--- src/rtl/dsc_pkg.sv ---
// ----------------------------------------------------------------------------
// dsc_pkg: shared types and constants of the depth splat colormap unit
// memory geometry, field widths, command and color request types
// ----------------------------------------------------------------------------
`timescale 1ns / 1ps
`default_nettype none

package dsc_pkg;

  localparam int MAX_COLS    = 1024;
  localparam int MAX_ROWS    = 512;
  localparam int COL_W       = $clog2(MAX_COLS);
  localparam int ROW_W       = $clog2(MAX_ROWS);
  localparam int ADDR_W      = COL_W + ROW_W;

  localparam int PIX_COL_W   = 10;
  localparam int PIX_ROW_W   = 9;
  localparam int RANGE_W     = 16;
  localparam int CHAN_W      = 8;
  localparam int COLS_W      = 11;
  localparam int ROWS_W      = 10;
  localparam int XP_W        = PIX_COL_W + 2;
  localparam int YP_W        = PIX_ROW_W + 2;

  localparam int CFG_IDX_W   = 2;
  localparam int CFG_DATA_W  = COLS_W;
  localparam logic [CFG_IDX_W-1:0] CFG_IMAGE_COLS = 2'd0;
  localparam logic [CFG_IDX_W-1:0] CFG_IMAGE_ROWS = 2'd1;
  localparam logic [COLS_W-1:0] COLS_RESET = 11'd640;
  localparam logic [ROWS_W-1:0] ROWS_RESET = 10'd480;

  localparam logic REQ_SPLAT = 1'b0;
  localparam logic REQ_READ  = 1'b1;

  localparam int QUEUE_DEPTH = 4;
  localparam int QP_W        = $clog2(QUEUE_DEPTH);
  localparam int QC_W        = $clog2(QUEUE_DEPTH + 1);

  // v = min(255, floor(t / 50)) with t = floor(range * 255 / 256)
  localparam int Q_W         = 11;
  localparam int PROD_W      = 27;
  localparam int RECIP       = 1311;
  localparam int RECIP_SHIFT = 16;
  localparam int DIV_Q       = 50;
  localparam int M50_W       = 17;

  localparam int WORD_W      = RANGE_W + 1;

  typedef struct packed {
    logic                 is_read;
    logic                 read_ok;
    logic [PIX_COL_W-1:0] col;
    logic [PIX_ROW_W-1:0] row;
    logic [RANGE_W-1:0]   range;
  } cmd_t;

  typedef struct packed {
    logic               valid;
    logic               hit;
    logic [RANGE_W-1:0] range;
  } color_req_t;

  typedef enum logic [0:0] {
    ST_CLEAR,
    ST_RUN
  } eng_state_t;

endpackage

`default_nettype wire

--- src/rtl/dsc_if.sv ---
// ----------------------------------------------------------------------------
// dsc_if: channel interfaces of the depth splat colormap unit
// request, pixel result and configuration write channels
// ----------------------------------------------------------------------------
`timescale 1ns / 1ps
`default_nettype none


interface dsc_pix_if;
  logic       valid;
  logic       ready;
  logic       pixel_hit;
  logic [7:0] blue;
  logic [7:0] green;
  logic [7:0] red;
  modport source (output valid, pixel_hit, blue, green, red, input ready);
  modport sink (input valid, pixel_hit, blue, green, red, output ready);
endinterface


`default_nettype wire

--- src/rtl/dsc_color.sv ---
// ----------------------------------------------------------------------------
// dsc_color: range to jet color pipeline
// scales the range to an 8-bit index and maps it through the jet ramp
// ----------------------------------------------------------------------------
`timescale 1ns / 1ps
`default_nettype none

module dsc_color
  import dsc_pkg::*;
(
  input  wire logic       clk,
  input  wire logic       rst,
  input  wire color_req_t creq,
  output logic            color_ready,
  dsc_pix_if.source       pix
);

  logic               s1_valid;
  logic               s1_hit;
  logic [RANGE_W-1:0] s1_t;
  logic               s2_valid;
  logic               s2_hit;
  logic [RANGE_W-1:0] s2_t;
  logic [Q_W-1:0]     s2_q0;
  logic               s3_valid;
  logic               s3_hit;
  logic [CHAN_W-1:0]  s3_v;
  logic               o_valid;
  logic               o_hit;
  logic [CHAN_W-1:0]  o_blue;
  logic [CHAN_W-1:0]  o_green;
  logic [CHAN_W-1:0]  o_red;

  logic               o_load;
  logic               s3_load;
  logic               s2_load;
  logic               s1_load;

  logic [RANGE_W+CHAN_W-1:0] scaled;
  logic [PROD_W-1:0]         prod;
  logic [M50_W-1:0]          m50;
  logic [Q_W-1:0]            q;
  logic [CHAN_W-1:0]         v;
  logic [5:0]                w;
  logic [CHAN_W-1:0]         blue;
  logic [CHAN_W-1:0]         green;
  logic [CHAN_W-1:0]         red;

  assign o_load      = !o_valid || pix.ready;
  assign s3_load     = !s3_valid || o_load;
  assign s2_load     = !s2_valid || s3_load;
  assign s1_load     = !s1_valid || s2_load;
  assign color_ready = !s1_valid;

  assign pix.valid     = o_valid;
  assign pix.pixel_hit = o_hit;
  assign pix.blue      = o_blue;
  assign pix.green     = o_green;
  assign pix.red       = o_red;

  always_comb begin
    scaled = {creq.range, {CHAN_W{1'b0}}} - (RANGE_W + CHAN_W)'(creq.range);
    prod   = PROD_W'(s1_t) * PROD_W'(RECIP);
    m50    = M50_W'(s2_q0) * M50_W'(DIV_Q);
    q      = (m50 > M50_W'(s2_t)) ? s2_q0 - 1'b1 : s2_q0;
    v      = (q > Q_W'(255)) ? 8'd255 : q[CHAN_W-1:0];
  end

  always_comb begin
    w     = s3_v[5:0];
    blue  = '0;
    green = '0;
    red   = '0;
    case (s3_v[7:6])
      2'd0: begin
        blue  = 8'd255;
        green = {w, 2'b00};
      end
      2'd1: begin
        blue  = 8'd254 - {w, 2'b00};
        green = 8'd255;
      end
      2'd2: begin
        green = 8'd255;
        red   = 8'd2 + {w, 2'b00};
      end
      default: begin
        green = 8'd252 - {w, 2'b00};
        red   = 8'd255;
      end
    endcase
  end

  always_ff @(posedge clk) begin
    if (rst) begin
      s1_valid <= 1'b0;
      s2_valid <= 1'b0;
      s3_valid <= 1'b0;
      o_valid  <= 1'b0;
    end else begin
      if (s1_load) s1_valid <= creq.valid;
      if (s2_load) s2_valid <= s1_valid;
      if (s3_load) s3_valid <= s2_valid;
      if (o_load) o_valid <= s3_valid;
    end
  end

  always_ff @(posedge clk) begin
    if (s1_load) begin
      s1_hit <= creq.hit;
      s1_t   <= scaled[RANGE_W+CHAN_W-1:CHAN_W];
    end
    if (s2_load) begin
      s2_hit <= s1_hit;
      s2_t   <= s1_t;
      s2_q0  <= prod[PROD_W-1:RECIP_SHIFT];
    end
    if (s3_load) begin
      s3_hit <= s2_hit;
      s3_v   <= v;
    end
    if (o_load) begin
      o_hit   <= s3_hit;
      o_blue  <= s3_hit ? blue : '0;
      o_green <= s3_hit ? green : '0;
      o_red   <= s3_hit ? red : '0;
    end
  end

endmodule

`default_nettype wire

--- src/flat_wrapper.sv ---
// flat-port wrapper written by rule: the top's interface ports become plain ports
module dsc_color_flat import dsc_pkg::*;
  (clk, rst, creq, color_ready, pix_valid, pix_pixel_hit, pix_blue, pix_green, pix_red, pix_ready);
  dsc_pix_if pix_i ();
  input  wire logic clk;
  input  wire logic rst;
  input  wire color_req_t creq;
  output logic color_ready;
  output wire logic [$bits(pix_i.valid)-1:0] pix_valid;
  output wire logic [$bits(pix_i.pixel_hit)-1:0] pix_pixel_hit;
  output wire logic [$bits(pix_i.blue)-1:0] pix_blue;
  output wire logic [$bits(pix_i.green)-1:0] pix_green;
  output wire logic [$bits(pix_i.red)-1:0] pix_red;
  input wire logic [$bits(pix_i.ready)-1:0] pix_ready;
  assign pix_valid = pix_i.valid;
  assign pix_pixel_hit = pix_i.pixel_hit;
  assign pix_blue = pix_i.blue;
  assign pix_green = pix_i.green;
  assign pix_red = pix_i.red;
  assign pix_i.ready = pix_ready;
  dsc_color u_core (.clk(clk), .rst(rst), .creq(creq), .color_ready(color_ready), .pix(pix_i));
endmodule
--- config.mk ---
export PLATFORM = sky130hd
export DESIGN_NAME = dsc_color_flat
export DESIGN_NICKNAME = d
export VERILOG_FILES = /design/src/rtl/dsc_pkg.sv /design/src/rtl/dsc_if.sv /design/src/rtl/dsc_color.sv /design/src/flat_wrapper.sv
export SDC_FILE = /design/constraint.sdc
export NUM_CORES = 1
export LEC_CHECK = 0
export BUFFER_PORTS_ARGS = -buffer_cell sky130_fd_sc_hd__buf_2
export CELL_PAD_IN_SITES_DETAIL_PLACEMENT = 1
export CELL_PAD_IN_SITES_GLOBAL_PLACEMENT = 1
export CORE_MARGIN = 5
export CORE_UTILIZATION = 47
export CTS_BUF_LIST = sky130_fd_sc_hd__clkbuf_4
export DETAILED_ROUTE_END_ITERATION = 6
export GPL_ROUTABILITY_DRIVEN = 0
export PLACE_DENSITY_LB_ADDON = 0.1
export SLEW_MARGIN = 20
export SYNTH_ARGS = -nofsm -noshare
export SYNTH_HDL_FRONTEND = slang
export SYNTH_SLANG_ARGS = --single-unit
--- constraint.sdc ---
create_clock -name clk -period 4.9 [get_ports clk]
set_input_delay 0 -clock clk [delete_from_list [all_inputs] [get_ports clk]]
set_output_delay 0 -clock clk [all_outputs]
set_load 0.01 [all_outputs]
==> metrics.md, run 1 <==
| Metric | Value |
|---|---|
| Status | finished clean |
| Clock slew at reported path FFs | 0.19 ns |
| Area Overhead vs Synth | 20.2% |
| Post-synthesis sequential area ratio | 0.291 |
| Max FO, Critical Path | 5 |
| Detail Placement HPWL | 16.1 mm |
| Clock root cell | clkbuf_4 |
| CTS H-tree depth | 3 |
| Die area | 20500 um^2 |
| Min Hold Slack | 0.0395 ns |
| Endpoints failing setup | 0 |
| HP Class | input port to register |
| Synthesized flop and latch total | 82 |
| DR iter-0 viols | 165 |
| Gr ovfl total | 0 |
| CP top delay family | adder cells |
| Register area | 2420 um^2 |
| Count leader, synth | ha_1 |
| Worst Path Buf+Inv | 1 |
| Setup TNS | 0 ns |
| Count of input and output buffers | 47 |
| X dimension of the die | 143 um |
| Core area | 17400 um^2 |
| Element type at the critical path end | register |
| Endpoints failing hold | 0 |
| Fraction of layout cells with a size suffix above 1 | 0.203 |
| Die outline height | 143 um |
| Clock skew | 0.0453 ns |
| Initial core utilization | 0.480 |
| Synth top area share | 0.281 |
| Synthesized cell area | 8330 um^2 |
| Inserted Clock Buffers | 9 |
| Largest stage delay on the critical path | 0.56 ns |
| Routed len/inst | 18.1 um |
| Crit path time final | 4.89 ns |
| Avg Cell Area, Syn | 10.9 um^2 |
| Max Root-Sink Buffers | 2 |
| Synth warnings | 0 |
| Least-Margin Pin Slew | 1.01 ns |
| Critical path type | register to register |
| Cell count after synthesis | 764 |
| Vias in the first global route | 6954 |
| Async SR Flop Fraction | 0 |
| DR pass1 iterations | 4 |
| Critical Path AT | 5.15 ns |
| CTS sink cnt | 82 |
| Post-synth cell types | 51 |
| Global-route wire length before repair | 33.7 mm |
| Worst relative slew slack | 0.323 |
| DR vias | 6075 |
| Final wirelength | 20.5 mm |
| Drt via density | 5.36 |
| Critical-path cell list | fa_1 -> ha_1 -> fa_1 -> fa_1 -> fa_1 -> ha_1 -> buf_4 -> nand3_1 -> o31ai_4 -> o31ai_4 -> a21o_1 -> a21o_1 -> a311o_1 -> o311ai_2 |
| Largest net degree at the start of global routing | 30 |
| Post-synth EDFFs | 78 |
| Max cap viols | 0 |
| Worst EP required | 5.16 ns |
| Startpoint Class | register |
| Crit share post-route | 0.997 |
| CTS tree | yes |
| Syn_nets | 1030 |
| Post-synth top cells | ha_1 (177), inv_1 (138), edfxtp_1 (78) |
| Synth top area cells | edfxtp_1 (28%), ha_1 (27%), fa_1 (16%) |
| DRC viols | 0 |
| Global routing usage on met2 | 0.383 |
| Final Max Slew Viols | 0 |
| Met3 usage | 0.0238 |
| Initial antenna violation count | 1 |
| Fmax achieved | 205 MHz |
| Clk Latency, worst-skew pair | 0.48 ns |
| Footprint of the multi-input gates | 5690 um^2 |
| Final #Nets | 1169 |
| CP most frequent cell | fa_1 |
| Main synth FF type | edfxtp_1 |
| ANT nets after route | 0 |
| Row Count | 48 |
| Num ports | 48 |
| GRT Overall Usage | 0.205 |
| Critical-path top delay cell | edfxtp_1 |
| Global route hottest layer | met2 |
| Fillcell total | 1859 |
| Routing usage on met1 | 0.246 |
| RSZ-0062 raised after global routing | yes |
| Area leader, netlist | edfxtp_1 |
==> kinds of logic after synthesis <==
logic type / Yosys count / synth area share
simple gates: 132 / 0.0766
compound gates: 130 / 0.105
flops: 82 / 0.291
xor+xnor: 28 / 0.0294
mux: 3 / 0.00360
buf+inv: 144 / 0.0658
fa+ha+maj: 245 / 0.429
==> worst min-delay path, cell delays in order <==
cell    delay [ns]
buf_2         0.09
ha_1          0.18
xor2_1        0.08
==> registers in the layout, summed over array words and instances, names as in the netlist <==
register              flops
u_core.pix.blue           8
u_core.s2_valid           1
u_core.pix.green          7
u_core.s1_valid           1
u_core.pix.pixel_hit      1
u_core.pix.red            8
u_core.s3_hit             1
u_core.s3_valid           1
u_core.s3_v               8
u_core.s2_t              16
u_core.pix.valid          1
u_core.s2_hit             1
u_core.s2_q0             11
u_core.s1_hit             1
u_core.s1_t              16
==> routing by layer <==
metal	up-vias	wire length [um]
li1	2927	-
met1	3020	8520
met2	86	10900
met3	42	472
met4	0	569
met5	-	0
==> final timing paths <==
kind	startpoint	end	slack, ns	cells after the start
max	u_core.s1_t[11]	u_core.s2_q0[9]	0.01	14
min	creq[3]	u_core.s1_t[3]	0.04	3
max reg2reg	u_core.s1_t[11]	u_core.s2_q0[9]	0.01	14
min reg2reg	u_core.s1_hit	u_core.s2_hit	0.44	0
==> layout by cell type, fill, tap and decap left out, drive strengths merged, types with 2 or more instances in the layout <==
cell and n:
a31oi 5, nor4 3, dfxtp 4, nand2b 6, nand4 4, o211ai 4, xnor2 22, o311ai 4
and3 5, nor3 12, edfxtp 78, clkinv 2, a211oi 6, o21a 7, o31ai 3, fa 68
dlygate4sd3 23, inv 140, nor2b 6, o22ai 3, ha 177, a21o 11, o21ai 28, nand2 44
mux2i 3, and4 2, and2 5, nor2 27, a21oi 30, buf 111, or3 5, clkinvlp 3
clkbuf 9, o21bai 3, o2111ai 3, xor2 6, a21boi 14, nand3 8
==> metrics by stage <==
stage | instances | utilization | setup slack, ns | area, um^2
2_1_floorplan | 764 | - | 0.150 | 8330
3_3_place_gp | 1079 | 0.529 | -0.108 | 9190
3_5_place_dp | 1079 | 0.529 | -0.266 | 9190
4_1_cts | 1127 | 0.561 | 0.00857 | 9730
5_1_grt | 1134 | 0.577 | -0.163 | 10000
6_report | 1134 | 0.577 | 0.0127 | 10000
==> what timing repair did <==
action / CTS / global route
pin swaps: 30 / 28
endpoints found under the hold margin: 17 / 0
gates resized for setup: 29 / 47
endpoints found under the setup margin: 14 / 15
setup buffers: 9 / 6
hold buffers: 23 / 0
==> layout make-up <==
class	count	area share
Sequential cell	82	0.242
Clock buffer	9	0.00675
Timing Repair Buffer	134	0.0963
Inverter	138	0.0517
Antenna cell	1	0.000250
Clock inverter	7	0.00725
Tap cell	225	0.0281
Multi-Input combinational cell	538	0.568
Power of run 1 is left out: the tool's default activity adds up to more than one toggle a clock period on the data nets, which glitch-free logic cannot reach.
==> run 2: changes to the inputs <==
PLACE_DENSITY = 0.84   (was not set)
PLACE_DENSITY_LB_ADDON = not set   (was 0.1)
==> run 2 against run 1 <==
The flow now finishes with violations (setup timing). Routed wire length up 34%. Cell count grew 1.1%. First-iteration DRC count increased by 130%. Non-clock buffer count grew 14. Clock skew is essentially flat. Register-to-register slack got worse by 0.36 ns. Core utilization is 1.3 points higher. Fmax decreased by 6.9%. Global-route usage grew 3.5 points. Critical path depth increased by 2. Worst hold slack worse by 0.0099 ns. Die area stayed put.
==> metrics.md, run 2 (synthesis results as in run 1) <==
| Metric | Value |
|---|---|
| Status | finished with violations |
| Failing checks | setup timing |
| Fillcell total | 1811 |
| Crit share post-route | 1.07 |
| Initial core utilization | 0.480 |
| Inserted Clock Buffers | 9 |
| Worst EP required | 5.11 ns |
| CP top delay family | adder cells |
| Critical-path cell list | buf_6 -> fa_1 -> ha_1 -> inv_1 -> fa_1 -> inv_1 -> fa_2 -> fa_1 -> ha_4 -> and3_4 -> a221o_1 -> o21ai_2 -> a21o_1 -> a21o_1 -> a311o_1 -> o311ai_2 |
| Endpoints failing setup | 16 |
| DRC viols | 0 |
| Endpoints failing hold | 0 |
| Max cap viols | 0 |
| CTS H-tree depth | 3 |
| Clock root cell | clkbuf_4 |
| Drt via density | 5.79 |
| Final Worst Setup Slack | -0.351 ns |
| Gr ovfl total | 0 |
| Fraction of layout cells with a size suffix above 1 | 0.220 |
| Die outline height | 143 um |
| Num ports | 48 |
| DR vias | 6641 |
| DR iter-0 viols | 385 |
| DR pass1 iterations | 5 |
| Row Count | 48 |
| Critical-path top delay cell | fa_1 |
| Clock slew at reported path FFs | 0.18 ns |
| Least-Margin Pin Slew | 0.915 ns |
| Commonest cells after routing, fill and taps aside | ha_1 (157), inv_1 (133), edfxtp_1 (78) |
| RSZ-0062 raised after global routing | yes |
| Clock skew | 0.0452 ns |
| Critical path type | register to register |
| CTS tree | yes |
| CP most frequent cell | fa_1 |
| Largest regs | u_core.s1_t: 16 flops, u_core.s2_t: 16 flops, u_core.s2_q0: 11 flops |
| Crit path time final | 5.25 ns |
| Fmax achieved | 190 MHz |
| Die area | 20500 um^2 |
| Element type at the critical path end | register |
| Diode count | 0 |
| Final #Nets | 1183 |
| Max Root-Sink Buffers | 2 |
| Clk Latency, worst-skew pair | 0.50 ns |
| Vias in the first global route | 7334 |
| ANT nets after route | 0 |
| Final wirelength | 27.6 mm |
| Largest net degree at the start of global routing | 30 |
| CTS sink cnt | 82 |
| Core area | 17400 um^2 |
| Most common cell after layout, fill and taps aside | ha_1 |
| Area after DPL | 9180 um^2 |
| GRT Overall Usage | 0.240 |
| Startpoint Class | register |
| Critical Path AT | 5.46 ns |
| Global-route wire length before repair | 37.8 mm |
| Area Overhead vs Synth | 22.8% |
| Max FO, Critical Path | 4 |
| Final instance area | 10200 um^2 |
| HP Class | input port to register |
| Largest stage delay on the critical path | 0.62 ns |
| Routed len/inst | 24.0 um |
| Final Max Slew Viols | 0 |
| Detail Placement HPWL | 17.0 mm |
| Worst relative slew slack | 0.388 |
| X dimension of the die | 143 um |
| Initial antenna violation count | 0 |
| Worst Path Buf+Inv | 3 |
| Count of input and output buffers | 47 |
==> run 2: changes by cell type in the layout (fill, tap and decap cells not counted), sizes merged <==
cell	before	now
clkinvlp	3	0
bufinv	0	1
dlygate4sd3	23	25
clkinv	2	3
buf	111	123
clkbuf	9	10
diode	1	0
==> run 2: cell type report <==
| cell class | instances | area (um^2) | share of cell area |
|---|---|---|---|
| Sequential cell | 82 | 2420 | 0.237 |
| Clock buffer | 10 | 75.1 | 0.00734 |
| Clock inverter | 6 | 73.8 | 0.00721 |
| Tap cell | 225 | 282 | 0.0275 |
| Multi-Input combinational cell | 538 | 5780 | 0.565 |
| Timing Repair Buffer | 148 | 1080 | 0.106 |
| Inverter | 138 | 518 | 0.0506 |
==> run 2: routing by layer <==
layer,global-route usage,part of all wire,vias up
li1,-,-,2952
met1,0.254,0.36,3331
met2,0.468,0.54,256
met3,0.0305,0.043,102
met4,0.110,0.057,0
met5,0,0,-
==> run 2: worst paths after layout <==
kind,depth (start not counted),startpoint,endpoint,slack [ns]
min,3,creq[5],u_core.s1_t[5],0.03
min reg2reg,0,u_core.s1_hit,u_core.s2_hit,0.46
max reg2reg,16,u_core.s1_t[10],u_core.s2_q0[9],-0.35
max,16,u_core.s1_t[10],u_core.s2_q0[9],-0.35
==> run 2: worst register-to-register path: cells and delay by family (launching register included) <==
family | cells | cell delay [ns]
flip-flops | 1 | 0.53
AND/OR/NAND/NOR | 1 | 0.19
adder cells (fa/ha/maj) | 6 | 2.58
AO/OA/AOI/OAI | 6 | 1.34
buffers and inverters | 3 | 0.32
==> run 2: stage by stage <==
stage	util	hold slack (ns)	instances	setup WS [ns]	setup TNS [ns]
detailed placement	0.529	0.190	1078	-0.239	-2.25
finish	0.590	0.0296	1147	-0.351	-1.74
CTS	0.563	0.00538	1132	-0.0419	-0.0419
global placement	0.529	0.179	1078	0.0500	0
floorplan	-	0.0691	764	0.150	0
global route	0.590	0.0761	1147	-0.345	-3.48
==> run 2: repair_timing <==
item,CTS,global route
hold endpoints to repair,19,0
hold buffers,25,0
buffers inserted,13,15
pin swaps,22,39
endpoints found under the setup margin,15,17
resized for setup,27,62
Power of run 2 is left out for the same reason.
==> run 3: changes to the inputs <==
BUFFER_PORTS_ARGS = -buffer_cell sky130_fd_sc_hd__buf_4   (was -buffer_cell sky130_fd_sc_hd__buf_2)
==> run 3 against run 2 <==
The flow finishes with violations (hold timing, setup timing). Core utilization up 1.3 points. Count of clock-buffer cells in the layout unchanged. Global-route usage down 0.21 points. Setup slack better by 0.10 ns. Die area unchanged. Critical path type unchanged. Largest cell class unchanged. Highest routed layer unchanged.
==> metrics.md, run 3 (synthesis results as in run 1) <==
| Metric | Value |
|---|---|
| Status | finished with violations |
| Failing checks | hold timing, setup timing |
| Die outline height | 143 um |
| Global routing usage on met2 | 0.443 |
| Worst relative slew slack | 0.241 |
| Max cap viols | 0 |
| DR vias | 6775 |
| Clock skew | 0.0573 ns |
| Fmax achieved | 194 MHz |
| CP most frequent cell | fa_1 |
| Worst EP required | 5.13 ns |
| Clock slew at reported path FFs | 0.20 ns |
| Worst R2R End | u_core.s2_q0[10] |
| Global route hottest layer | met2 |
| CP top delay family | adder cells |
| Worst Path Buf+Inv | 3 |
| Max Root-Sink Buffers | 2 |
| Setup TNS | -2.01 ns |
| Least-Margin Pin Slew | 1.13 ns |
| DR pass1 iterations | 5 |
| Crit Reg-Reg Startpoint | u_core.s1_t[13] |
| Gr ovfl total | 0 |
| Critical hold path startpoint | creq[3] |
| Critical path type | register to register |
| Detail Placement HPWL | 17.2 mm |
| Startpoint Class | register |
| Met3 usage | 0.0419 |
| Final Max Slew Viols | 0 |
| Worst r2r path cells | 15 |
| Endpoints failing hold | 1 |
| Fraction of layout cells with a size suffix above 1 | 0.237 |
| Area after DPL | 9270 um^2 |
| DR iter-0 viols | 377 |
| Core area | 17400 um^2 |
| Inserted Clock Buffers | 9 |
| GRT Overall Usage | 0.238 |
| Crit path time final | 5.15 ns |
| Routed len/inst | 25.3 um |
| Largest stage delay on the critical path | 0.58 ns |
| Clk Latency, worst-skew pair | 0.52 ns |
| Largest regs | u_core.s1_t: 16 flops, u_core.s2_t: 16 flops, u_core.s2_q0: 11 flops |
| Hold EP | u_core.s1_t[3] |
| Die area | 20500 um^2 |
| Initial core utilization | 0.480 |
| Element type at the critical path end | register |
| Crit share post-route | 1.05 |
| CTS sink cnt | 82 |
| Critical Path AT | 5.38 ns |
| Post-layout util | 0.603 |
| Final #Nets | 1184 |
| Commonest cells after routing, fill and taps aside | ha_1 (153), inv_1 (128), buf_4 (112) |
| Vias in the first global route | 7283 |
| Final instance area | 10500 um^2 |
| Final wirelength | 29.0 mm |
| Max FO, Critical Path | 8 |
| ANT nets after route | 0 |
| RSZ-0062 raised after global routing | yes |
| Routing usage on met1 | 0.249 |
| Hold Path Cell Cnt | 3 |
| Critical-path cell list | buf_4 -> buf_6 -> fa_1 -> ha_1 -> fa_1 -> fa_1 -> fa_1 -> ha_4 -> inv_1 -> o31ai_4 -> o31ai_4 -> a21o_1 -> a21o_1 -> a31oi_1 -> xnor2_1 |
| CTS tree | yes |
| Largest net degree at the start of global routing | 30 |
| Drt via density | 5.90 |
| Num ports | 48 |
| Endpoints failing setup | 18 |
| Count of input and output buffers | 47 |
| Clock root cell | clkbuf_4 |
| DRC viols | 0 |
| Most common cell after layout, fill and taps aside | ha_1 |
| CTS H-tree depth | 3 |
| Fillcell total | 1783 |
| Critical-path top delay cell | fa_1 |
| Initial antenna violation count | 1 |
| HP Class | input port to register |
| X dimension of the die | 143 um |
| Row Count | 48 |
| Final Worst Setup Slack | -0.250 ns |
| Area Overhead vs Synth | 25.5% |
| Global-route wire length before repair | 37.5 mm |
| Min Hold Slack | -0.0103 ns |
| R2R Setup Slk | -0.25 ns |
-- run 3: cell types whose count changed in the layout (fill, tap and decap cells not counted), moves of 4 or more --
cell / delta
buf_2: -47
buf_4: +43
buf_6: +5
ha_1: -4
ha_4: +4
inv_1: -5
inv_2: +4
-- run 3: final cells by class --
type	instances	area, um^2	area share
clock inverters	6	41.3	0.00395
flip-flops and latches	82	2420	0.232
diodes	1	2.50	0.000239
repair buffers	149	1230	0.117
inverters	138	518	0.0495
multi-input cells	538	5900	0.564
well taps	225	282	0.0269
clock buffers	10	75.1	0.00718
-- run 3: metal layers --
layer,vias up,wire [um]
met5,-,0
met4,0,1940
met3,142,1470
met2,308,15500
met1,3376,10100
li1,2949,-
-- run 3: worst max path at each step --
stage	start	end	cells after the start
detailed placement	u_core.s1_t[9]	u_core.s2_q0[9]	13
CTS	u_core.s1_t[12]	u_core.s2_q0[9]	14
global placement	u_core.s1_t[9]	u_core.s2_q0[9]	14
finish	u_core.s1_t[13]	u_core.s2_q0[10]	15
global route	u_core.s1_t[13]	u_core.s2_q0[10]	15
floorplan	u_core.s1_t[10]	u_core.s2_q0[4]	13
-- run 3: timing repair --
item                                    CTS  global route
setup buffers                            10            24
resized for setup                        25            89
hold buffers                             25             0
pin swaps                                20            52
endpoints found under the setup margin   16            19
endpoints found under the hold margin    17             0
-- run 3: tightest hold or removal path: stages --
cell	delay [ns]
buf_4	0.09
ha_1	0.19
xor2_1	0.09
-- run 3: through the flow --
step / std cells / setup WS, ns
after global placement: 1074 / 0.0134
after floorplan: 764 / 0.150
final: 1149 / -0.250
after global routing: 1149 / -0.347
after detailed placement: 1074 / -0.243
after CTS: 1125 / 0.00322
Power of run 3 is left out for the same reason.
